**src/rtl/core/retransmit_table_with_send_queue_top_assert.svh**
```systemverilog
// Assertion macros for the retransmit table core.
// No dependencies; included by the top level, which supplies clk_i and rst_ni.
`ifndef RETRANSMIT_TABLE_WITH_SEND_QUEUE_TOP_ASSERT_SVH
`define RETRANSMIT_TABLE_WITH_SEND_QUEUE_TOP_ASSERT_SVH

`ifndef SYNTHESIS
// Checked property, sampled on clk_i, off while reset is asserted
`define RTQ_ASSERT(name, prop) \
  name: assert property (@(posedge clk_i) disable iff (!rst_ni) prop) \
    else $error("rtq assertion failed");
// Checked property that also holds during reset
`define RTQ_ASSERT_ALWAYS(name, prop) \
  name: assert property (@(posedge clk_i) prop) \
    else $error("rtq assertion failed");
`else
`define RTQ_ASSERT(name, prop)
`define RTQ_ASSERT_ALWAYS(name, prop)
`endif

`endif

```
**src/rtl/core/rtq_pkg.sv**
```systemverilog
// Package for the retransmit table core: sizes, codes and word types.
// No dependencies; used by retransmit_table_with_send_queue_top.
package rtq_pkg;

  localparam int unsigned QUEUE_DEPTH = 16;
  localparam int unsigned TABLE_DEPTH = 16;
  localparam int unsigned QAW = $clog2(QUEUE_DEPTH);
  localparam int unsigned QCW = QAW + 1;
  localparam int unsigned TAW = $clog2(TABLE_DEPTH);

  localparam logic [15:0] TIMEOUT_RESET = 16'd2;

  // input kinds
  localparam logic [1:0] KIND_SUBMIT = 2'd0;
  localparam logic [1:0] KIND_ACK    = 2'd1;
  localparam logic [1:0] KIND_TICK   = 2'd2;

  // result event codes
  localparam logic [2:0] EV_ACCEPTED   = 3'd0;
  localparam logic [2:0] EV_REJECTED   = 3'd1;
  localparam logic [2:0] EV_ACK_HIT    = 3'd2;
  localparam logic [2:0] EV_ACK_MISS   = 3'd3;
  localparam logic [2:0] EV_TRANSMIT   = 3'd4;
  localparam logic [2:0] EV_RETRANSMIT = 3'd5;
  localparam logic [2:0] EV_TICK_DONE  = 3'd6;

  typedef struct packed {
    logic [1:0]  kind;
    logic [15:0] msg_handle;
    logic [15:0] ack_seq;
  } in_word_t;

  typedef struct packed {
    logic [2:0]  event_res;
    logic [15:0] out_seq;
    logic [15:0] out_handle;
    logic        last;
  } out_word_t;

  typedef struct packed {
    logic [15:0] handle;
    logic [15:0] seq;
  } fifo_ent_t;

  typedef struct packed {
    logic [15:0] seq;
    logic [15:0] handle;
    logic [15:0] stamp;
  } tbl_ent_t;

endpackage

```
**src/rtl/core/retransmit_table_with_send_queue_top.sv**
```systemverilog
// Retransmit table with send queue: sender side of a reliable link.
// Depends on rtq_pkg and retransmit_table_with_send_queue_top_assert.svh.
//
//  channel | direction | handshake                  | payload
//  --------+-----------+----------------------------+----------------------
//  in      | input     | in_valid_i / in_ready_o    | in_word_i  (in_word_t)
//  out     | output    | out_valid_o / out_ready_i  | out_word_o (out_word_t)
//  cfg     | input     | cfg_we_i, no wait          | cfg_wdata_i (timeout)
//
// A submit is answered from idle. An ack walks the table slot by slot (read,
// then compare). A tick walks the slots the same way on the timeout scan, then
// a fill pass visits slots in turn and emits one queue word into each free slot,
// then the done word follows. The single-port table memory with its registered
// read sets this pacing.
// Reset clears control state and all table valid bits at once; no sweep.
// Any result word waits in the output register while out_ready_i is low.

`include "retransmit_table_with_send_queue_top_assert.svh"

module retransmit_table_with_send_queue_top (
  input  logic              clk_i,
  input  logic              rst_ni,
  input  logic              in_valid_i,
  output logic              in_ready_o,
  input  rtq_pkg::in_word_t  in_word_i,
  output logic              out_valid_o,
  input  logic              out_ready_i,
  output rtq_pkg::out_word_t out_word_o,
  input  logic              cfg_we_i,
  input  logic [15:0]       cfg_wdata_i
);

  typedef enum logic [7:0] {
    ST_IDLE    = 8'b0000_0001,
    ST_ACK_RD  = 8'b0000_0010,
    ST_ACK_EV  = 8'b0000_0100,
    ST_RT_RD   = 8'b0000_1000,
    ST_RT_EV   = 8'b0001_0000,
    ST_TX_SCAN = 8'b0010_0000,
    ST_TX_EMIT = 8'b0100_0000,
    ST_DONE    = 8'b1000_0000
  } state_e;

  state_e state_q, state_d;

  logic [15:0] timeout_q;
  logic [15:0] now_q, now_d;
  logic [15:0] next_seq_q, next_seq_d;
  logic [15:0] ack_seq_q, ack_seq_d;
  logic [rtq_pkg::QAW-1:0] head_q, head_d;
  logic [rtq_pkg::QCW-1:0] count_q, count_d;
  logic [rtq_pkg::TAW-1:0] idx_q, idx_d;
  logic [rtq_pkg::TABLE_DEPTH-1:0] vld_q, vld_d;

  // memories and their registered read data
  rtq_pkg::fifo_ent_t fifo_mem [rtq_pkg::QUEUE_DEPTH];
  rtq_pkg::tbl_ent_t  tbl_mem  [rtq_pkg::TABLE_DEPTH];
  rtq_pkg::fifo_ent_t fifo_rd_q;
  rtq_pkg::tbl_ent_t  tbl_rd_q;

  logic               fifo_we;
  logic [rtq_pkg::QAW-1:0] fifo_waddr;
  rtq_pkg::fifo_ent_t fifo_wdata;
  logic               tbl_we;
  rtq_pkg::tbl_ent_t  tbl_wdata;

  // output register
  logic               out_valid_q;
  rtq_pkg::out_word_t out_q, out_d;
  logic               out_load;
  logic               out_free;

  logic               in_fire;
  logic               idx_last;
  logic               fifo_full;
  logic [15:0]        age;
  logic [rtq_pkg::QCW-1:0] tail_sum;
  logic [rtq_pkg::QCW-1:0] tail_wrap;

  assign out_free    = !out_valid_q || out_ready_i;
  assign in_ready_o  = (state_q == ST_IDLE) && out_free;
  assign in_fire     = in_valid_i && in_ready_o;
  assign out_valid_o = out_valid_q;
  assign out_word_o  = out_q;

  assign idx_last  = (idx_q == rtq_pkg::TAW'(rtq_pkg::TABLE_DEPTH - 1));
  assign fifo_full = (count_q == rtq_pkg::QCW'(rtq_pkg::QUEUE_DEPTH));
  assign age       = now_q - tbl_rd_q.stamp;

  // tail slot of the queue, wrapped once
  assign tail_sum  = {1'b0, head_q} + count_q;
  assign tail_wrap = (tail_sum >= rtq_pkg::QCW'(rtq_pkg::QUEUE_DEPTH)) ?
                     tail_sum - rtq_pkg::QCW'(rtq_pkg::QUEUE_DEPTH) : tail_sum;

  // sequencer
  always_comb begin
    state_d    = state_q;
    now_d      = now_q;
    next_seq_d = next_seq_q;
    ack_seq_d  = ack_seq_q;
    head_d     = head_q;
    count_d    = count_q;
    idx_d      = idx_q;
    vld_d      = vld_q;
    out_load   = 1'b0;
    out_d      = out_q;
    fifo_we    = 1'b0;
    fifo_waddr = tail_wrap[rtq_pkg::QAW-1:0];
    fifo_wdata = '{handle: in_word_i.msg_handle, seq: next_seq_q};
    tbl_we     = 1'b0;
    tbl_wdata  = '{seq: tbl_rd_q.seq, handle: tbl_rd_q.handle, stamp: now_q};

    unique case (state_q)
      ST_IDLE: begin
        if (in_fire) begin
          case (in_word_i.kind)
            rtq_pkg::KIND_SUBMIT: begin
              out_load = 1'b1;
              if (fifo_full) begin
                out_d = '{event_res: rtq_pkg::EV_REJECTED, out_seq: 16'd0,
                          out_handle: 16'd0, last: 1'b1};
              end else begin
                fifo_we    = 1'b1;
                count_d    = count_q + rtq_pkg::QCW'(1);
                next_seq_d = next_seq_q + 16'd1;
                out_d = '{event_res: rtq_pkg::EV_ACCEPTED, out_seq: next_seq_q,
                          out_handle: 16'd0, last: 1'b1};
              end
            end
            rtq_pkg::KIND_ACK: begin
              ack_seq_d = in_word_i.ack_seq;
              idx_d     = '0;
              state_d   = ST_ACK_RD;
            end
            rtq_pkg::KIND_TICK: begin
              now_d   = now_q + 16'd1;
              idx_d   = '0;
              state_d = ST_RT_RD;
            end
            default: ;  // unknown kind: dropped without a result
          endcase
        end
      end

      ST_ACK_RD: state_d = ST_ACK_EV;

      // first valid slot with a matching number wins
      ST_ACK_EV: begin
        if (vld_q[idx_q] && (tbl_rd_q.seq == ack_seq_q)) begin
          if (out_free) begin
            vld_d[idx_q] = 1'b0;
            out_load = 1'b1;
            out_d = '{event_res: rtq_pkg::EV_ACK_HIT, out_seq: ack_seq_q,
                      out_handle: 16'd0, last: 1'b1};
            state_d = ST_IDLE;
          end
        end else if (idx_last) begin
          if (out_free) begin
            out_load = 1'b1;
            out_d = '{event_res: rtq_pkg::EV_ACK_MISS, out_seq: ack_seq_q,
                      out_handle: 16'd0, last: 1'b1};
            state_d = ST_IDLE;
          end
        end else begin
          idx_d   = idx_q + rtq_pkg::TAW'(1);
          state_d = ST_ACK_RD;
        end
      end

      ST_RT_RD: state_d = ST_RT_EV;

      // timeout scan: resend and restamp expired entries
      ST_RT_EV: begin
        if (vld_q[idx_q] && (age >= timeout_q)) begin
          if (out_free) begin
            out_load = 1'b1;
            out_d = '{event_res: rtq_pkg::EV_RETRANSMIT, out_seq: tbl_rd_q.seq,
                      out_handle: tbl_rd_q.handle, last: 1'b0};
            tbl_we  = 1'b1;
            idx_d   = idx_q + rtq_pkg::TAW'(1);
            state_d = idx_last ? ST_TX_SCAN : ST_RT_RD;
          end
        end else begin
          idx_d   = idx_q + rtq_pkg::TAW'(1);
          state_d = idx_last ? ST_TX_SCAN : ST_RT_RD;
        end
      end

      // fill pass: find the next free slot while the queue holds words;
      // the stay in this state also lets fifo_rd_q follow a moved head
      ST_TX_SCAN: begin
        if (count_q == '0) begin
          state_d = ST_DONE;
        end else if (!vld_q[idx_q]) begin
          state_d = ST_TX_EMIT;
        end else if (idx_last) begin
          state_d = ST_DONE;
        end else begin
          idx_d = idx_q + rtq_pkg::TAW'(1);
        end
      end

      ST_TX_EMIT: begin
        if (out_free) begin
          out_load = 1'b1;
          out_d = '{event_res: rtq_pkg::EV_TRANSMIT, out_seq: fifo_rd_q.seq,
                    out_handle: fifo_rd_q.handle, last: 1'b0};
          tbl_we       = 1'b1;
          tbl_wdata    = '{seq: fifo_rd_q.seq, handle: fifo_rd_q.handle, stamp: now_q};
          vld_d[idx_q] = 1'b1;
          head_d  = (head_q == rtq_pkg::QAW'(rtq_pkg::QUEUE_DEPTH - 1)) ?
                    '0 : head_q + rtq_pkg::QAW'(1);
          count_d = count_q - rtq_pkg::QCW'(1);
          idx_d   = idx_q + rtq_pkg::TAW'(1);
          state_d = idx_last ? ST_DONE : ST_TX_SCAN;
        end
      end

      ST_DONE: begin
        if (out_free) begin
          out_load = 1'b1;
          out_d = '{event_res: rtq_pkg::EV_TICK_DONE, out_seq: 16'd0,
                    out_handle: 16'd0, last: 1'b1};
          state_d = ST_IDLE;
        end
      end

      default: state_d = ST_IDLE;
    endcase
  end

  // control registers
  always_ff @(posedge clk_i or negedge rst_ni) begin
    if (!rst_ni) begin
      state_q     <= ST_IDLE;
      timeout_q   <= rtq_pkg::TIMEOUT_RESET;
      now_q       <= '0;
      next_seq_q  <= '0;
      head_q      <= '0;
      count_q     <= '0;
      idx_q       <= '0;
      vld_q       <= '0;
      out_valid_q <= 1'b0;
    end else begin
      state_q    <= state_d;
      now_q      <= now_d;
      next_seq_q <= next_seq_d;
      head_q     <= head_d;
      count_q    <= count_d;
      idx_q      <= idx_d;
      vld_q      <= vld_d;
      if (cfg_we_i) begin
        timeout_q <= cfg_wdata_i;
      end
      if (out_load) begin
        out_valid_q <= 1'b1;
      end else if (out_ready_i) begin
        out_valid_q <= 1'b0;
      end
    end
  end

  // payload registers
  always_ff @(posedge clk_i) begin
    ack_seq_q <= ack_seq_d;
    out_q     <= out_d;
  end

  // queue memory: write at the tail, read at the head every cycle
  always_ff @(posedge clk_i) begin
    if (fifo_we) begin
      fifo_mem[fifo_waddr] <= fifo_wdata;
    end
    fifo_rd_q <= fifo_mem[head_q];
  end

  // table memory: read at the scan index every cycle; a write to a slot is
  // always followed by a fresh read cycle before that slot is looked at again
  always_ff @(posedge clk_i) begin
    if (tbl_we) begin
      tbl_mem[idx_q] <= tbl_wdata;
    end
    tbl_rd_q <= tbl_mem[idx_q];
  end

  // checks
  `RTQ_ASSERT_ALWAYS(a_reset_idle, !rst_ni |=> !out_valid_o)
  `RTQ_ASSERT(a_count_bound, count_q <= rtq_pkg::QCW'(rtq_pkg::QUEUE_DEPTH))
  `RTQ_ASSERT(a_tbl_we_emits, tbl_we |-> out_load)
  `RTQ_ASSERT(a_reject_keeps_seq, (in_fire && (in_word_i.kind == rtq_pkg::KIND_SUBMIT) && fifo_full) |=> $stable(next_seq_q))
  `RTQ_ASSERT(a_tx_pops, (state_q == ST_TX_EMIT && out_free) |=> (count_q == $past(count_q) - rtq_pkg::QCW'(1)))

endmodule

```
**config.mk**
```make
export PLATFORM = sky130hd
export DESIGN_NAME = retransmit_table_with_send_queue_top
export DESIGN_NICKNAME = d
export VERILOG_FILES = /design/src/rtl/core/rtq_pkg.sv /design/src/rtl/core/retransmit_table_with_send_queue_top.sv
export VERILOG_INCLUDE_DIRS = /design/src /design/src/rtl/core
export SDC_FILE = /design/constraint.sdc
export NUM_CORES = 2
export LEC_CHECK = 0
export ABC_AREA = 1
export BUFFER_PORTS_ARGS = -buffer_cell sky130_fd_sc_hd__buf_2
export CORE_MARGIN = 2
export CORE_UTILIZATION = 63
export CTS_BUF_LIST = sky130_fd_sc_hd__clkbuf_4 sky130_fd_sc_hd__clkbuf_8 sky130_fd_sc_hd__clkbuf_16
export DETAILED_ROUTE_END_ITERATION = 7
export GPL_ROUTABILITY_DRIVEN = 0
export MAX_ROUTING_LAYER = met4
export PLACE_DENSITY = 0.8
export SETUP_SLACK_MARGIN = 0.3
export SLEW_MARGIN = 30
export SYNTH_ARGS = -nofsm -noshare
export SYNTH_HDL_FRONTEND = slang
export SYNTH_SLANG_ARGS = --single-unit
export TNS_END_PERCENT = 5
```
**constraint.sdc**
```tcl
create_clock -name clk_i -period 7.8 [get_ports clk_i]
set_input_delay 0 -clock clk_i [delete_from_list [all_inputs] [get_ports clk_i]]
set_output_delay 0 -clock clk_i [all_outputs]
set_load 0.1 [all_outputs]
```
==> flow_metrics.py <==
metrics = {
    "outcome": {
        "status": "completed",
    },
    "die": {
        "core_area_um2": 93500,
        "die_y_um": 312,
        "std_cell_rows": 112,
        "die_width_um": 312,
        "dieArea_um2": 97100,
        "top_level_ports": 93,
        "start_util_pct": 63.8,
    },
    "flow_run": {
        "maxCapViolations": 0,
    },
    "worst_setup_path": {
        "critPathBufInv": 4,
        "crit_top_cell": "nand3_1",
        "worstPathArrival_ns": 6.58,
        "crit_path_end_kind": "flip-flop",
        "critical_path_class": "flip-flop to flip-flop",
        "crit_chain": "inv_1, ha_1, fa_1, o21ai_0, a21oi_1, o21ai_0, a21oi_1, xnor2_1, ha_1, nand2_1, inv_1, nand3_1, nor2_1, nand3_1, nand3_1, nand2_4, inv_2, nand2_2, nand2_2, nand2_4, nor2_4, buf_4",
        "start_kind": "flip-flop",
        "critPathTopFamily": "simple AND/OR/NAND/NOR gates",
        "crit_slowest_cell": "dfrtp_1",
        "cp_slowest_stage_delay_ns": 0.75,
        "crit_required_ns": 8.18,
        "path_max_fanout": 38,
    },
    "layout": {
        "layout_commonest_cell": "edfxtp_1",
        "mostFrequentLayoutCells": "edfxtp_1, nand2_1, o21ai_0, nor2_1, o22ai_1",
        "nets": 5048,
        "drive_gt1_share_pct": 10.8,
        "area_growth_pct": 13.8,
        "fin_area_um2": 67800,
        "fin_util_pct": 72.6,
    },
    "sta": {
        "tightest_slew_ns": 1.01,
        "setup_viol": 0,
        "hold_viol_final": 0,
        "fin_crit_sh_pct": 79.4,
        "setup_tns_ns": 0,
        "slew_headroom_pct": 32.7,
        "finalMaxSlewViolations": 0,
        "fmax_mhz": 161,
        "rsz0062_at_grt": "no",
        "skew_ns": 0.0379,
        "period_minus_slack_ns": 6.19,
        "worst_slack_ns": 1.61,
    },
    "logic_synthesis": {
        "ys_types": 51,
        "yosysSeqAreaShare_pct": 73.4,
        "yosysWarnings": 0,
        "synthTopCellsByArea": "edfxtp_1, o21ai_0, nand2_1",
        "avgSynthCellArea_um2": 12.5,
        "synth-main-ff-cell": "edfxtp_1",
        "synth_fp_nets": 4874,
        "async_flop_share_pct": 5.74,
        "synth_edf_count": 1332,
        "synth_cells": 4769,
        "yosys.area.top_type_share_pct": 67.1,
        "synth-seq-cells": 1498,
        "synthesis.area_um2": 59600,
        "synth_top_area_cell": "edfxtp_1",
    },
    "cts": {
        "cts_resized": 0,
        "cts.sink_count": 1498,
        "clock_latency_ns": 0.79,
        "cts_tree": "done",
        "clk_pin_slew_ns": 0.06,
        "cts_max_level": 4,
        "cts_inserted_buffers": 145,
        "clock_path_buffers": 3,
        "cts_setup_buffers": 0,
        "root_buffer": "clkbuf_16",
    },
    "power": {
        "power_mw": 17.5,
        "powerDensity_nw_per_um2": 258,
        "power_leakage_nw": 22.0,
        "peakVddDrop_mv": 0.308,
    },
    "route": {
        "vias": 40700,
        "drt-total-wl_um": 155000,
        "antenna_left": 0,
        "viasPerCell": 6.42,
        "drt_iter0_drc": 5898,
        "wl_per_cell_um": 24.5,
        "drc": 0,
        "dr.pass1.iters": 7,
    },
    "grt": {
        "gr-usage-all-layers_pct": 32.8,
        "grt_pass1_wl_um": 234000,
        "grt_pass1_vias": 40200,
        "grt-ovfl-total": 0,
        "grt_max_degree": 176,
        "grt_antenna_before_repair": 8,
    },
    "worst_hold_path": {
        "hp-class": "primary input to flip-flop",
    },
    "placement": {
        "dp_slack_ns": 1.69,
        "dp_hpwl_um": 81600,
        "io_buffers": 92,
        "placed_area_um2": 61500,
    },
}
-- Yosys cell counts, types with 3 or more instances --
| master | instances |
|---|---|
| dfxtp_1 | 80 |
| xor2_1 | 38 |
| a221oi_1 | 47 |
| xnor2_1 | 29 |
| nand4_1 | 91 |
| nor3_1 | 9 |
| nor2_4 | 14 |
| clkbuf_1 | 216 |
| inv_2 | 15 |
| nand3_1 | 118 |
| buf_6 | 4 |
| nor2_1 | 620 |
| a21o_1 | 3 |
| inv_1 | 180 |
| a21oi_1 | 116 |
| edfxtp_1 | 1332 |
| dfrtp_1 | 84 |
| buf_2 | 29 |
| o221ai_1 | 24 |
| mux2_2 | 4 |
| nand2_2 | 6 |
| o2111ai_1 | 4 |
| o21ai_0 | 654 |
| buf_4 | 3 |
| nor2_2 | 8 |
| fa_1 | 3 |
| nand2_4 | 4 |
| ha_1 | 47 |
| buf_1 | 23 |
| o21ai_1 | 18 |
| nand2_1 | 681 |
| o22ai_1 | 235 |
-- cells by family (layout without fill, tap and decap cells) --
family                     count (synthesis)  after routing  share of synthesized area (%)
adders and majority gates                 50             50                           1.09
other                                      0              9                              0
xor gates and xnor gates                  67             67                          0.985
and+or+nand+nor                         1561           1561                           10.9
buffers and inverters                    474            770                           3.15
DFF                                     1498           1498                           73.4
muxes                                      6              6                          0.113
AOI/OAI and AO/OA                       1113           1113                           10.4
-- flip-flops by register name (all words and copies together) (netlist names), named ones only --
register     count
fifo_rd_q       32
out_word_o      36
now_q           16
fifo_mem       512
timeout_q       16
ack_seq_q       16
state_q          8
head_q           4
count_q          5
next_seq_q      16
tbl_mem        768
idx_q            4
out_valid_o      1
tbl_rd_q        48
-- power by group --
| group | switching, mW | internal (mW) |
|---|---|---|
| Clock | 3.05 | 4.20 |
| Sequential | 0.222 | 8.93 |
| Combinational | 0.751 | 0.302 |
-- worst reg2reg max path: cells and delay by family, from the launching register on --
| kind | cells | cell delay (ns) |
|---|---|---|
| buf+inv | 4 | 1.05 |
| simple gates | 10 | 1.80 |
| fa+ha+maj | 3 | 1.00 |
| xor+xnor | 1 | 0.16 |
| compound gates | 4 | 1.04 |
| flops | 1 | 0.75 |
-- routing by layer --
| metal | GRT usage [%] | part of all wire [%] | wire (um) |
|---|---|---|---|
| met4 | 15.5 | 4.9 | 7590 |
| met5 | - | 0 | 0 |
| met2 | 51.1 | 48 | 74100 |
| met1 | 41.9 | 36 | 55300 |
| met3 | 6.47 | 12 | 17900 |
-- repair_timing --
| item | 4_1_cts | 5_1_grt |
|---|---|---|
| setup endpoints to repair | 0 | 0 |
| hold buffers | 117 | 0 |
| endpoints found under the hold margin | 408 | 0 |
-- per-stage QoR --
step	hold WS, ns	std cells
floorplan	-0.296	4769
global placement	-0.000117	5931
detailed placement	0.00841	5933
CTS	0.00246	6319
global route	0.0291	6326
finish	0.0357	6328
-- final timing paths --
path / startpoint / endpoint / slack, ns / depth (start not counted)
setup / recovery: now_q[0] / tbl_mem[11][23] / 1.61 / 22
hold / removal: in_word_i[4] / ack_seq_q[4] / 0.04 / 2
setup reg to reg: now_q[0] / tbl_mem[11][23] / 1.61 / 22
hold reg to reg: flip-flop / flip-flop / 0.49 / 2
max in group asynchronous: rst_ni / head_q[0] / 6.54 / 4
min in group asynchronous: rst_ni / timeout_q[1] / 0.43 / 3
-- area by class of cell --
type                            instances  area [um^2]
Antenna cell                            9         22.5
Inverter                              198          766
Fill cell                            5566        25600
Sequential cell                      1498        43800
Multi-Input combinational cell       2797        14200
Timing Repair Buffer                  303         2430
Tap cell                             1254         1570
Clock buffer                          215         4310
Clock inverter                         54          764
No activity file was read; power rests on OpenSTA's default activity.
